File: src/design/button_long_press_toggle_beeper_assert.svh
// Assertion macros for the button long-press toggle block.
// Used by modules that have clk and rst_n in scope; no other dependencies.
`ifndef BUTTON_LONG_PRESS_TOGGLE_BEEPER_ASSERT_SVH
`define BUTTON_LONG_PRESS_TOGGLE_BEEPER_ASSERT_SVH

// Same-cycle implication, disabled during reset.
`define BLPTB_ASSERT_IMP(lbl, ante, cons, msg) \
  lbl: assert property (@(posedge clk) disable iff (!rst_n) (ante) |-> (cons)) else $error(msg);

// Next-cycle implication, disabled during reset.
`define BLPTB_ASSERT_NXT(lbl, ante, cons, msg) \
  lbl: assert property (@(posedge clk) disable iff (!rst_n) (ante) |=> (cons)) else $error(msg);

`endif

File: src/design/blptb_pkg.sv
// Package for the button long-press toggle block: widths, reset values,
// codes and shared types. No dependencies.
package blptb_pkg;

  localparam int COUNT_BITS  = 16;
  localparam int BLINK_COUNT = 3;

  localparam int CFG_W       = 16;
  localparam int PHASE_W     = 8;
  localparam int BEEP_W      = 16;
  localparam int CFG_IDX_W   = 3;
  localparam int CMP_W       = (COUNT_BITS > CFG_W) ? COUNT_BITS : CFG_W;
  localparam int BLINK_PHASES = 2 * BLINK_COUNT;
  localparam int BLINK_BITS  = $clog2(BLINK_PHASES * 255);
  localparam int DIV_CNT_W   = $clog2(BLINK_BITS + 1);

  localparam logic [CFG_W-1:0]   DEBOUNCE_RST = 16'd50;
  localparam logic [CFG_W-1:0]   HOLD_RST     = 16'd3000;
  localparam logic [CFG_W-1:0]   LONG_RST     = 16'd600;
  localparam logic [CFG_W-1:0]   SHORT_RST    = 16'd150;
  localparam logic [PHASE_W-1:0] PHASE_RST    = 8'd60;

  typedef enum logic [CFG_IDX_W-1:0] {
    CFG_DEBOUNCE = 3'd0,
    CFG_HOLD     = 3'd1,
    CFG_LONG     = 3'd2,
    CFG_SHORT    = 3'd3,
    CFG_PHASE    = 3'd4,
    CFG_MUTE     = 3'd5
  } cfg_idx_t;

  typedef enum logic [1:0] {
    LED_NONE   = 2'd0,
    LED_OFF    = 2'd1,
    LED_ON     = 2'd2,
    LED_TOGGLE = 2'd3
  } led_req_t;

  typedef struct packed {
    logic [CFG_W-1:0]   debounce;
    logic [CFG_W-1:0]   hold;
    logic [CFG_W-1:0]   long_beep;
    logic [CFG_W-1:0]   short_beep;
    logic [PHASE_W-1:0] phase;
    logic               mute;
  } cfg_t;

  typedef struct packed {
    logic                  busy;
    logic                  done;
    logic [BLINK_BITS-1:0] quo;
    logic [PHASE_W-1:0]    rem;
  } div_res_t;

  // A blink phase of zero behaves as one.
  function automatic logic [PHASE_W-1:0] phase_eff(input logic [PHASE_W-1:0] ph);
    phase_eff = (ph == '0) ? PHASE_W'(1) : ph;
  endfunction

endpackage

File: src/design/blptb_if.sv
// Valid/ready channel interfaces for the tick input and the result output.
// Depends on blptb_pkg.
interface blptb_in_if import blptb_pkg::*; ();
  logic              valid;
  logic              ready;
  logic              button_down;
  logic [BEEP_W-1:0] beep_request;
  logic [1:0]        led_request;

  modport source(output valid, button_down, beep_request, led_request, input ready);
  modport sink(input valid, button_down, beep_request, led_request, output ready);
endinterface

interface blptb_out_if;
  logic valid;
  logic ready;
  logic buzzer_on;
  logic led_on;
  logic mode_on;
  logic pressed_level;
  logic toggle_event;

  modport source(output valid, buzzer_on, led_on, mode_on, pressed_level, toggle_event,
                 input ready);
  modport sink(input valid, buzzer_on, led_on, mode_on, pressed_level, toggle_event,
               output ready);
endinterface

File: src/design/blptb_cfg.sv
// Configuration register file of the button long-press toggle block.
// Depends on blptb_pkg.
module blptb_cfg import blptb_pkg::*; (
  input  logic                 clk,
  input  logic                 rst_n,
  input  logic                 cfg_we,
  input  logic [CFG_IDX_W-1:0] cfg_index,
  input  logic [CFG_W-1:0]     cfg_wdata,
  output cfg_t                 cfg,
  output logic                 phase_wr
);

  cfg_t cfg_r;
  logic phase_wr_r;

  always_ff @(posedge clk) begin
    if (!rst_n) begin
      cfg_r.debounce   <= DEBOUNCE_RST;
      cfg_r.hold       <= HOLD_RST;
      cfg_r.long_beep  <= LONG_RST;
      cfg_r.short_beep <= SHORT_RST;
      cfg_r.phase      <= PHASE_RST;
      cfg_r.mute       <= 1'b0;
      phase_wr_r       <= 1'b0;
    end else begin
      phase_wr_r <= 1'b0;
      if (cfg_we) begin
        unique case (cfg_idx_t'(cfg_index))
          CFG_DEBOUNCE: cfg_r.debounce   <= cfg_wdata;
          CFG_HOLD:     cfg_r.hold       <= cfg_wdata;
          CFG_LONG:     cfg_r.long_beep  <= cfg_wdata;
          CFG_SHORT:    cfg_r.short_beep <= cfg_wdata;
          CFG_PHASE: begin
            cfg_r.phase <= cfg_wdata[PHASE_W-1:0];
            phase_wr_r  <= 1'b1;
          end
          CFG_MUTE:     cfg_r.mute       <= cfg_wdata[0];
          default: ;
        endcase
      end
    end
  end

  assign cfg      = cfg_r;
  assign phase_wr = phase_wr_r;

endmodule

File: src/design/blptb_div.sv
// Bit-serial restoring divider that splits the remaining blink count into
// phase number and position after the blink phase length changes. Depends on blptb_pkg.
module blptb_div import blptb_pkg::*; (
  input  logic                  clk,
  input  logic                  rst_n,
  input  logic                  start,
  input  logic [BLINK_BITS-1:0] num,
  input  logic [PHASE_W-1:0]    divisor,
  output div_res_t              res
);

  logic                  busy_r, busy_nxt;
  logic                  done_r, done_nxt;
  logic [DIV_CNT_W-1:0]  cnt_r, cnt_nxt;
  logic [BLINK_BITS-1:0] num_r, num_nxt;
  logic [BLINK_BITS-1:0] quo_r, quo_nxt;
  logic [PHASE_W-1:0]    rem_r, rem_nxt;
  logic [PHASE_W-1:0]    div_r, div_nxt;
  logic [PHASE_W:0]      part;
  logic                  fits;

  always_comb begin
    part     = {rem_r, num_r[BLINK_BITS-1]};
    fits     = part >= {1'b0, div_r};
    busy_nxt = busy_r;
    done_nxt = 1'b0;
    cnt_nxt  = cnt_r;
    num_nxt  = num_r;
    quo_nxt  = quo_r;
    rem_nxt  = rem_r;
    div_nxt  = div_r;
    if (start) begin
      busy_nxt = 1'b1;
      cnt_nxt  = DIV_CNT_W'(BLINK_BITS);
      num_nxt  = num;
      quo_nxt  = '0;
      rem_nxt  = '0;
      div_nxt  = divisor;
    end else if (busy_r) begin
      num_nxt = {num_r[BLINK_BITS-2:0], 1'b0};
      quo_nxt = {quo_r[BLINK_BITS-2:0], fits};
      rem_nxt = fits ? PHASE_W'(part - {1'b0, div_r}) : part[PHASE_W-1:0];
      cnt_nxt = cnt_r - DIV_CNT_W'(1);
      if (cnt_r == DIV_CNT_W'(1)) begin
        busy_nxt = 1'b0;
        done_nxt = 1'b1;
      end
    end
  end

  always_ff @(posedge clk) begin
    if (!rst_n) begin
      busy_r <= 1'b0;
      done_r <= 1'b0;
      cnt_r  <= '0;
    end else begin
      busy_r <= busy_nxt;
      done_r <= done_nxt;
      cnt_r  <= cnt_nxt;
    end
  end

  always_ff @(posedge clk) begin
    num_r <= num_nxt;
    quo_r <= quo_nxt;
    rem_r <= rem_nxt;
    div_r <= div_nxt;
  end

  assign res.busy = busy_r | start | done_r;
  assign res.done = done_r;
  assign res.quo  = quo_r;
  assign res.rem  = rem_r;

endmodule

File: src/design/blptb_core.sv
// Per-tick logic: debounce, hold detection, mode toggle, beep and blink timers,
// and the result register. Depends on blptb_pkg, blptb_if and the assertion header.
`include "button_long_press_toggle_beeper_assert.svh"
module blptb_core import blptb_pkg::*; (
  input  logic                   clk,
  input  logic                   rst_n,
  input  cfg_t                   cfg,
  input  div_res_t               div_res,
  output logic [BLINK_BITS-1:0]  blink_m1,
  blptb_in_if.sink               in_ch,
  blptb_out_if.source            out_ch
);

  localparam logic [COUNT_BITS-1:0] TSE_MAX = '1;

  logic                  pressed_r, pressed_nxt;
  logic [COUNT_BITS-1:0] tse_r, tse_nxt;
  logic                  hold_done_r, hold_done_nxt;
  logic                  mode_r, mode_nxt;
  logic [BEEP_W-1:0]     beep_r, beep_nxt;
  logic                  blink_act_r, blink_act_nxt;
  logic [BLINK_BITS-1:0] blink_m1_r, blink_m1_nxt;
  logic [BLINK_BITS-1:0] blink_q_r, blink_q_nxt;
  logic [PHASE_W-1:0]    blink_rem_r, blink_rem_nxt;
  logic                  led_r, led_nxt;
  logic                  toggled;

  logic out_valid_r, out_buzzer_r, out_led_r, out_mode_r, out_pressed_r, out_toggle_r;

  logic                  in_fire;
  logic [PHASE_W-1:0]    ph;

  assign ph       = phase_eff(cfg.phase);
  assign in_ch.ready = !div_res.busy && (!out_valid_r || out_ch.ready);
  assign in_fire  = in_ch.valid && in_ch.ready;

  always_comb begin
    tse_nxt       = (tse_r != TSE_MAX) ? tse_r + COUNT_BITS'(1) : tse_r;
    beep_nxt      = (beep_r != '0) ? beep_r - BEEP_W'(1) : beep_r;
    pressed_nxt   = pressed_r;
    hold_done_nxt = hold_done_r;
    mode_nxt      = mode_r;
    led_nxt       = led_r;
    toggled       = 1'b0;

    blink_act_nxt = blink_act_r;
    blink_m1_nxt  = blink_m1_r;
    blink_q_nxt   = blink_q_r;
    blink_rem_nxt = blink_rem_r;
    if (blink_act_r) begin
      if (blink_m1_r == '0) begin
        blink_act_nxt = 1'b0;
      end else begin
        blink_m1_nxt = blink_m1_r - BLINK_BITS'(1);
        if (blink_rem_r == '0) begin
          blink_q_nxt   = blink_q_r - BLINK_BITS'(1);
          blink_rem_nxt = ph - PHASE_W'(1);
        end else begin
          blink_rem_nxt = blink_rem_r - PHASE_W'(1);
        end
      end
    end

    if (in_ch.button_down != pressed_r && CMP_W'(tse_nxt) >= CMP_W'(cfg.debounce)) begin
      pressed_nxt = in_ch.button_down;
      tse_nxt     = '0;
      if (!in_ch.button_down) begin
        hold_done_nxt = 1'b0;
      end
    end

    if (pressed_nxt && !hold_done_nxt && CMP_W'(tse_nxt) >= CMP_W'(cfg.hold)) begin
      hold_done_nxt = 1'b1;
      mode_nxt      = !mode_r;
      toggled       = 1'b1;
    end

    if (in_ch.beep_request != '0 && !cfg.mute) begin
      beep_nxt = in_ch.beep_request;
    end
    if (toggled) begin
      if (!cfg.mute) begin
        beep_nxt = mode_nxt ? cfg.long_beep : cfg.short_beep;
      end
      blink_act_nxt = 1'b1;
      blink_m1_nxt  = BLINK_BITS'(BLINK_PHASES) * BLINK_BITS'(ph) - BLINK_BITS'(1);
      blink_q_nxt   = BLINK_BITS'(BLINK_PHASES - 1);
      blink_rem_nxt = ph - PHASE_W'(1);
    end

    if (blink_act_nxt) begin
      led_nxt = blink_q_nxt[0];
    end else begin
      unique case (led_req_t'(in_ch.led_request))
        LED_NONE:   led_nxt = led_r;
        LED_OFF:    led_nxt = 1'b0;
        LED_ON:     led_nxt = 1'b1;
        LED_TOGGLE: led_nxt = !led_r;
        default:    led_nxt = led_r;
      endcase
    end
  end

  always_ff @(posedge clk) begin
    if (!rst_n) begin
      pressed_r   <= 1'b0;
      tse_r       <= TSE_MAX;
      hold_done_r <= 1'b0;
      mode_r      <= 1'b0;
      beep_r      <= '0;
      blink_act_r <= 1'b0;
      led_r       <= 1'b0;
      out_valid_r <= 1'b0;
    end else begin
      if (in_fire) begin
        pressed_r   <= pressed_nxt;
        tse_r       <= tse_nxt;
        hold_done_r <= hold_done_nxt;
        mode_r      <= mode_nxt;
        beep_r      <= beep_nxt;
        blink_act_r <= blink_act_nxt;
        led_r       <= led_nxt;
        out_valid_r <= 1'b1;
      end else if (out_ch.ready) begin
        out_valid_r <= 1'b0;
      end
    end
  end

  always_ff @(posedge clk) begin
    if (in_fire) begin
      blink_m1_r    <= blink_m1_nxt;
      blink_q_r     <= blink_q_nxt;
      blink_rem_r   <= blink_rem_nxt;
      out_buzzer_r  <= beep_nxt != '0;
      out_led_r     <= led_nxt;
      out_mode_r    <= mode_nxt;
      out_pressed_r <= pressed_nxt;
      out_toggle_r  <= toggled;
    end else if (div_res.done) begin
      blink_q_r   <= div_res.quo;
      blink_rem_r <= div_res.rem;
    end
  end

  assign blink_m1             = blink_m1_r;
  assign out_ch.valid         = out_valid_r;
  assign out_ch.buzzer_on     = out_buzzer_r;
  assign out_ch.led_on        = out_led_r;
  assign out_ch.mode_on       = out_mode_r;
  assign out_ch.pressed_level = out_pressed_r;
  assign out_ch.toggle_event  = out_toggle_r;

  `BLPTB_ASSERT_IMP(a_no_item_while_dividing, in_fire, !div_res.busy, "item taken during divide")
  `BLPTB_ASSERT_NXT(a_toggle_starts_blink, in_fire && toggled,
                    blink_act_r && out_valid_r && out_toggle_r, "toggle did not start blink")
  `BLPTB_ASSERT_NXT(a_toggle_flips_mode, in_fire && toggled,
                    out_mode_r != $past(mode_r), "toggle did not flip mode")
  `BLPTB_ASSERT_IMP(a_blink_pos_in_phase, blink_act_r && !div_res.busy,
                    blink_rem_r < ph, "blink position beyond phase length")

endmodule

File: src/design/button_long_press_toggle_beeper.sv
// Top level of the button long-press toggle block with beeper and LED blink.
// Depends on blptb_pkg, blptb_if, blptb_cfg, blptb_div and blptb_core.
//
// Usage: each input item on in_ch is one millisecond tick with the raw button
// level, an optional beep length and an optional LED command. Each tick gives
// exactly one result item on out_ch with buzzer, LED, mode, debounced button
// and toggle-event levels.
// out_ch.valid rises in the cycle after acceptance. A new item can be accepted
// every cycle while results are taken and no divide runs; the result register
// lets the next item in while the current result is taken in the same cycle.
// When out_ch.ready is low and a result is waiting, in_ch.ready drops and the
// state holds until the result is taken.
// A write to the blink phase register starts a bit-serial divider that
// re-splits a running blink; in_ch.ready is low while the divider runs and
// until its done pulse has loaded the result into the blink counters.
// Registers are to be written through cfg_we, cfg_index and cfg_wdata while idle; the block does not enforce this.
// Synchronous active-low reset restores register defaults, clears the mode,
// timers and LED, and marks the button counter as long settled.
module button_long_press_toggle_beeper import blptb_pkg::*; (
  input  logic                 clk,
  input  logic                 rst_n,
  input  logic                 cfg_we,
  input  logic [CFG_IDX_W-1:0] cfg_index,
  input  logic [CFG_W-1:0]     cfg_wdata,
  blptb_in_if.sink             in_ch,
  blptb_out_if.source          out_ch
);

  cfg_t                  cfg;
  logic                  phase_wr;
  div_res_t              div_res;
  logic [BLINK_BITS-1:0] blink_m1;

  blptb_cfg u_cfg (
    .clk       (clk),
    .rst_n     (rst_n),
    .cfg_we    (cfg_we),
    .cfg_index (cfg_index),
    .cfg_wdata (cfg_wdata),
    .cfg       (cfg),
    .phase_wr  (phase_wr)
  );

  blptb_div u_div (
    .clk     (clk),
    .rst_n   (rst_n),
    .start   (phase_wr),
    .num     (blink_m1),
    .divisor (phase_eff(cfg.phase)),
    .res     (div_res)
  );

  blptb_core u_core (
    .clk      (clk),
    .rst_n    (rst_n),
    .cfg      (cfg),
    .div_res  (div_res),
    .blink_m1 (blink_m1),
    .in_ch    (in_ch),
    .out_ch   (out_ch)
  );

endmodule

File: src/flat_wrapper.sv
// flat-port wrapper written by rule: the top's interface ports become plain ports
module button_long_press_toggle_beeper_flat import blptb_pkg::*;
  (clk, rst_n, cfg_we, cfg_index, cfg_wdata, in_ch_valid, in_ch_button_down, in_ch_beep_request, in_ch_led_request, in_ch_ready, out_ch_valid, out_ch_buzzer_on, out_ch_led_on, out_ch_mode_on, out_ch_pressed_level, out_ch_toggle_event, out_ch_ready);
  blptb_in_if in_ch_i ();
  blptb_out_if out_ch_i ();
  input  logic clk;
  input  logic rst_n;
  input  logic cfg_we;
  input  logic [CFG_IDX_W-1:0] cfg_index;
  input  logic [CFG_W-1:0] cfg_wdata;
  input wire logic [$bits(in_ch_i.valid)-1:0] in_ch_valid;
  input wire logic [$bits(in_ch_i.button_down)-1:0] in_ch_button_down;
  input wire logic [$bits(in_ch_i.beep_request)-1:0] in_ch_beep_request;
  input wire logic [$bits(in_ch_i.led_request)-1:0] in_ch_led_request;
  output wire logic [$bits(in_ch_i.ready)-1:0] in_ch_ready;
  output wire logic [$bits(out_ch_i.valid)-1:0] out_ch_valid;
  output wire logic [$bits(out_ch_i.buzzer_on)-1:0] out_ch_buzzer_on;
  output wire logic [$bits(out_ch_i.led_on)-1:0] out_ch_led_on;
  output wire logic [$bits(out_ch_i.mode_on)-1:0] out_ch_mode_on;
  output wire logic [$bits(out_ch_i.pressed_level)-1:0] out_ch_pressed_level;
  output wire logic [$bits(out_ch_i.toggle_event)-1:0] out_ch_toggle_event;
  input wire logic [$bits(out_ch_i.ready)-1:0] out_ch_ready;
  assign in_ch_i.valid = in_ch_valid;
  assign in_ch_i.button_down = in_ch_button_down;
  assign in_ch_i.beep_request = in_ch_beep_request;
  assign in_ch_i.led_request = in_ch_led_request;
  assign in_ch_ready = in_ch_i.ready;
  assign out_ch_valid = out_ch_i.valid;
  assign out_ch_buzzer_on = out_ch_i.buzzer_on;
  assign out_ch_led_on = out_ch_i.led_on;
  assign out_ch_mode_on = out_ch_i.mode_on;
  assign out_ch_pressed_level = out_ch_i.pressed_level;
  assign out_ch_toggle_event = out_ch_i.toggle_event;
  assign out_ch_i.ready = out_ch_ready;
  button_long_press_toggle_beeper u_core (.clk(clk), .rst_n(rst_n), .cfg_we(cfg_we), .cfg_index(cfg_index), .cfg_wdata(cfg_wdata), .in_ch(in_ch_i), .out_ch(out_ch_i));
endmodule
File: config.mk
export PLATFORM = sky130hd
export DESIGN_NAME = button_long_press_toggle_beeper_flat
export DESIGN_NICKNAME = d
export VERILOG_FILES = /design/src/design/blptb_pkg.sv /design/src/design/blptb_if.sv /design/src/design/blptb_cfg.sv /design/src/design/blptb_div.sv /design/src/design/blptb_core.sv /design/src/design/button_long_press_toggle_beeper.sv /design/src/flat_wrapper.sv
export VERILOG_INCLUDE_DIRS = /design/src /design/src/design
export SDC_FILE = /design/constraint.sdc
export NUM_CORES = 1
export LEC_CHECK = 0
export ABC_AREA = 1
export CORE_MARGIN = 10
export CORE_UTILIZATION = 55
export DETAILED_ROUTE_END_ITERATION = 8
export DONT_BUFFER_PORTS = 1
export PLACE_DENSITY = 0.78
export SETUP_SLACK_MARGIN = 0.05
export SLEW_MARGIN = 0
export SYNTH_ARGS = -nofsm -noshare
export SYNTH_HDL_FRONTEND = slang
export SYNTH_HIERARCHICAL = 1
export SYNTH_SLANG_ARGS = --single-unit
File: constraint.sdc
create_clock -name clk -period 4.8 [get_ports clk]
set_input_delay 0.24 -clock clk [delete_from_list [all_inputs] [get_ports clk]]
set_output_delay 0.24 -clock clk [all_outputs]
set_load 0.02 [all_outputs]
# Word level (Yosys, flattened, before mapping)
# Cells that the tools add are included.
# op_classes
add_sub_neg,9
n_mul,1
n_lt_le_gt_ge,3
eq_ne,15
n_mux,46
n_bitwise,4
reduce_logical,37
# ops
operator,count
two-way mux 11 bit,11
two-way mux 16 bit,7
two-way mux 8 bit,8
nonzero test 16 bit,3
"subtractor 11 x 1 -> 11 bit, second input constant",3
>= comparator 16 bit,2
two-way mux 1 bit,17
"adder 16 x 1 -> 16 bit, second input constant",1
zero test 8 bit,2
"inequality test 16 bit, second input constant",1
"subtractor 16 x 1 -> 16 bit, second input constant",1
"subtractor 8 x 1 -> 8 bit, second input constant",2
AND reduction 2 bit,7
zero test 11 bit,1
"multiplier 2 x 8 -> 10 bit, first input constant",1
>= comparator 9 x 8 -> 1 bit,1
two-way mux 4 bit,2
nonzero test 2 bit,4
subtractor 8 bit,1
"== test 3 x 2 -> 1 bit, second input constant",2
"== test 3 bit, second input constant",2
logical AND 1 bit,6
zero test 1 bit,6
"inequality test 3 bit, second input constant",2
18 further kinds,22
# word_totals
regBits,191
output_inout_bits,7

# Logic depth before layout (Yosys ltp)
# logic_depth
depth_word,13
depth_mapped,41

# Cells and area by module
# Netlist, hierarchy kept.
# modules_own_cells
module,n_inst,cells_each,area_each_um2,seq_area_each_um2
blptb_core,1,889,5945.7,1511.4
blptb_cfg,1,408,2890.3,1481.4
blptb_div,1,273,2194.6,1071.0
button_long_press_toggle_beeper,1,15,57.6,0.0

# Worst setup path after synthesis
# No wires, ideal clock.
# synth_path
path_kind,register to register
from,reg u_core.u_core.tse_r[0]
to,"reg u_core.u_core.blink_m1_r[0], in the netlist u_core/u_core/blink_m1[0] (enable)"
t_arrival_ps,4479
slack_ps,-57
path_stages_with_launch,33
path_buffers,1
path_cell_list,dfxtp_1 -> ha_1 -> inv_1 -> nor3_4 -> nand4_1 -> nor2_1 -> nand2_1 -> nor2_1 -> nand2_1 -> nand2_1 -> nor2_1 -> xor2_1 -> ha_1 -> nand2_1 -> o21a_1 -> nand2_1 -> nand2_2 -> nand2_2 -> nand2_1 -> o21ai_1 -> buf_2 -> a21oi_1 -> ha_1 -> nand2_1 -> nor2_1 -> nand2_1 -> nor4_1 -> nor2_1 -> nor2_4 -> inv_2 -> nand2_1 -> inv_1 -> nor2_1
# synth_via
elab_cells_between_ends,16
cone_classes,add/sub (1); order compare (2); eq/ne (2); mux (5); reduce/logical (6)
# synth_lines
item,line,source
from (decl),blptb_core.sv:17,"logic [COUNT_BITS-1:0] tse_r, tse_nxt;"
from (signal assigned),blptb_core.sv:117,tse_r <= tse_nxt;
adder 16 x 1 -> 16 bit or inequality test 16 bit (tied branches),blptb_core.sv:38,tse_nxt = (tse_r != TSE_MAX) ? tse_r + COUNT_BITS'(1) : tse_r;
two-way mux 16 bit *,blptb_core.sv:38,
>= comparator 16 bit,blptb_core.sv:64,if (in_ch.button_down != pressed_r && CMP_W'(tse_nxt) >= CMP_W'(cfg.debounce)) begin
logical AND 1 bit,blptb_core.sv:64,
two-way mux 16 bit *,blptb_core.sv:64,
named net u_core.u_core.tse_nxt[15],blptb_core.sv:17,
>= comparator 16 bit *,blptb_core.sv:72,if (pressed_nxt && !hold_done_nxt && CMP_W'(tse_nxt) >= CMP_W'(cfg.hold)) begin
logical AND 1 bit *,blptb_core.sv:72,
two-way mux 1 bit *,blptb_core.sv:72,
inequality test 2 bit (no line) or nonzero test 2 bit (tied branches),--,
AND reduction 3 bit (no line) *,--,
to (signal assigned),blptb_core.sv:132,blink_m1_r <= blink_m1_nxt;
to (decl),blptb_core.sv:22,"logic [BLINK_BITS-1:0] blink_m1_r, blink_m1_nxt;"
# Mark *: on every way through the listed nets, which the timed path passes. The rest lies on a longest branch.
# A chain may end at the register's enable or synchronous reset.

# Final worst setup path
# layout_path
from,reg u_core.u_core.tse_r[0]
to,"reg u_core.u_core.out_buzzer_r, in the netlist u_core/u_core/out_ch.buzzer_on, data pin"
# layout_via
elab_cells_between_ends,18
cone_classes,add/sub (1); order compare (2); eq/ne (1); mux (9); reduce/logical (5)
# layout_lines
item,line,source
adder 16 x 1 -> 16 bit or inequality test 16 bit (tied branches),blptb_core.sv:38,
two-way mux 16 bit *,blptb_core.sv:38,
>= comparator 16 bit,blptb_core.sv:64,
logical AND 1 bit,blptb_core.sv:64,
two-way mux 16 bit *,blptb_core.sv:64,
named net u_core.u_core.tse_nxt[3],blptb_core.sv:17,
>= comparator 16 bit *,blptb_core.sv:72,
logical AND 1 bit *,blptb_core.sv:72,
two-way mux 1 bit,blptb_core.sv:72,
two-way mux 16 bit,blptb_core.sv:83,beep_nxt = mode_nxt ? cfg.long_beep : cfg.short_beep;
two-way mux 16 bit,blptb_core.sv:82,if (!cfg.mute) begin
two-way mux 16 bit *,blptb_core.sv:81,if (toggled) begin
nonzero test 16 bit *,blptb_core.sv:135,out_buzzer_r <= beep_nxt != '0;
to (signal assigned),blptb_core.sv:135,
to (decl),blptb_core.sv:28,"logic out_valid_r, out_buzzer_r, out_led_r, out_mode_r, out_pressed_r, out_toggle_r;"
# Marks and branches as above.

==> results.sh <==
export IMPL_final_seq_area_sq_um=3870
export IMPL_die_y_um=160.0
export IMPL_grt_pass1_vias=10060
export IMPL_syn_mean_instance_area_sq_um=6.941
export IMPL_final_setup_skew_ns=0.01692
export IMPL_place_area_sq_um=11450
export IMPL_use_met2=0.3759
export IMPL_grt_max_degree=104
export IMPL_setup_viol=63
export IMPL_slew_headroom=0.3375
export IMPL_period_needed_ns=5.442
export IMPL_dp_hpwl_um=20810
export IMPL_hold_slack_ns=0.05342
export IMPL_worstMarginPinSlew_ns=0.9901
export IMPL_synth_area_sq_um=10790
export IMPL_core_area_sq_um=19400
export IMPL_dieArea_sq_um=25610
export IMPL_worstHoldPathType="primary input to flip-flop"
export IMPL_root_buffer="clkbuf_16"
export IMPL_finalSetupTns_ns=-27.20
export IMPL_critPathMaxStageDelay_ns=0.37
export IMPL_max_cap_violations=0
export IMPL_num_vias=10840
export IMPL_dr_pass1_iters=5
export IMPL_crit_path_end_kind="flip-flop"
export IMPL_die_w_um=160.0
export IMPL_crit_path_max_fanout=16
export IMPL_rsz0062_at_grt="yes"
export IMPL_utilization=0.6828
export IMPL_drtAntennaViolNets=0
export IMPL_globalRouteMet3Util=0.05810
export IMPL_cp_arrival_ns=5.63
export IMPL_grt_pass1_wl_um=49910
export IMPL_diodes=0
export IMPL_cp_slowest_cell="dfxtp_4"
export IMPL_routabilityCongestion=1.001
export IMPL_hold_viol=0
export IMPL_setup_ws_ns=-0.6418
export IMPL_path_clk_slew_ns=0.07
export IMPL_syn_inst=1554
export IMPL_fin_area_sq_um=13250
export IMPL_drt_initial_drc_count=1300
export IMPL_path_common_cell="nand2_1"
export IMPL_insertion_delay_ns=0.44
export IMPL_finalCritPeriodShare=1.134
export IMPL_multi_input_area_sq_um=6446
export IMPL_yosys_warnings=6
export IMPL_max_freq_mhz=183.8
export IMPL_grt_busiest_layer="met2"
export IMPL_regToRegSetupSlack_ns=-0.64
export IMPL_cts_buffers=17
export IMPL_io_buffer_count=0
export IMPL_initial_core_util=0.5561
export IMPL_grt_usage=0.2349
export IMPL_crit_required_ns=4.99
export IMPL_grtUsageMet1=0.2995
export IMPL_layout_drive_gt1_share=0.1794
export IMPL_grt_antenna_before_repair=0
export IMPL_cts_tree="built"
export IMPL_p_leak_nw=6.209
export IMPL_avgViaCountPerCell=5.627
export IMPL_clockBufferDepth=2
export IMPL_violations="negative setup slack"
export IMPL_fp_row_count=51
export IMPL_ir_drop_v=0.0002640
export IMPL_synth_nets=1663
export IMPL_htreeDepth=4
export IMPL_gr_total_overflow=0
export IMPL_drcViolationCount=0
export IMPL_cp_num_buf_inv=6
export IMPL_num_io_pins=50
export IMPL_nets=1757
export IMPL_start_kind="flip-flop"
export IMPL_wirelength_um=32700
export IMPL_fillCellCount=1554
export IMPL_wire_per_inst_um=16.98
export IMPL_crit_family="simple AND/OR/NAND/NOR gates"
export IMPL_cellPowerDensity_nw_per_um2=377.6
export IMPL_status="finished, violations left"
export IMPL_path_class="flip-flop to flip-flop"
export IMPL_clock_sinks=171
export IMPL_slew_viol_final=0
export IMPL_syn_to_final_growth_pct=22.79
[final timing paths]
| path | start | end | cells after the start |
|---|---|---|---|
| max | u_core/u_core/tse_r[0] | u_core/u_core/out_ch.buzzer_on | 35 |
| min | cfg_wdata[9] | u_core/u_cfg/cfg[18] | 4 |
| max reg2reg | u_core/u_core/tse_r[0] | u_core/u_core/out_ch.buzzer_on | 35 |
| min reg2reg | u_core/u_cfg/cfg[11] | u_core/u_cfg/cfg[11] | 2 |
[power by group]
part	switching, W	internal [W]
registers	0.000116	0.00162
clock network	0.000621	0.000789
logic	0.00107	0.000789
[stage by stage]
stage / power, W / worst slack (ns) / cells
after detailed placement: 0.003099 / -0.5357 / 1842
final: 0.005001 / -0.6418 / 1926
after global routing: 0.005233 / -0.8577 / 1926
after CTS: 0.004727 / -0.1669 / 1914
after global placement: 0.003081 / -0.3166 / 1842
after floorplan: 0.002646 / 0.1166 / 1554
[layout by cell type, fill, tap and decap left out, types with 4 or more instances in the layout]
cell type	count
o2111ai_1	14
buf_6	10
dfxtp_1	124
buf_8	4
a21oi_2	18
nand2_1	372
xnor2_1	17
nor2_4	15
a31oi_1	4
nor4_1	7
inv_6	4
nor3_1	14
nor2_1	185
inv_2	9
nand3_1	118
nand4_1	16
edfxtp_1	44
o21ai_1	16
xor2_1	28
ha_4	11
nor2_2	12
clkbuf_16	20
buf_4	104
inv_1	198
o211ai_1	20
ha_1	54
nand2_4	5
nand2_2	22
dlygate4sd3_1	16
o21ai_2	6
a21oi_1	51
nor3_2	8
o21ai_0	38
[what timing repair did]
action	in CTS	in global routing
buffers inserted	21	12
resized for setup	91	90
pin swaps	19	25
endpoints found under the setup margin	62	63
hold endpoints to repair	110	0
cloned	2	0
hold buffers	17	0
[state kept, by name (all words and copies together), names as in the netlist, 4 cells and up]
name,count
u_core/u_cfg/cfg,73
u_core/u_div/div_r,8
u_core/u_div/rem_r,8
u_core/u_div/num_r,11
u_core/u_core/blink_m1,11
u_core/u_div/cnt_r,4
u_core/u_core/blink_rem_r,8
u_core/u_core/beep_r,16
u_core/u_core/tse_r,16
[worst register-to-register path: cells and delay by family (launching register included)]
family | cells | cell delay, ns
compound gates | 7 | 1.11
xor+xnor | 1 | 0.22
fa+ha+maj | 2 | 0.58
buf+inv | 6 | 0.73
flops | 1 | 0.37
simple gates | 19 | 2.22
[per-layer routing]
metal / share of wire / up-vias
li1: - / 5193
met4: 0.042 / 0
met3: 0.092 / 127
met5: 0 / -
met2: 0.46 / 574
met1: 0.40 / 4943
[area by class of cell]
type	count	share of cell area
Clock inverter	12	0.009069
Clock buffer	20	0.03618
Inverter	213	0.06131
Sequential cell	171	0.2922
Timing Repair Buffer	137	0.08955
Tap cell	265	0.02503
Multi-Input combinational cell	1108	0.4867
(Power assumes the default switching activity.)
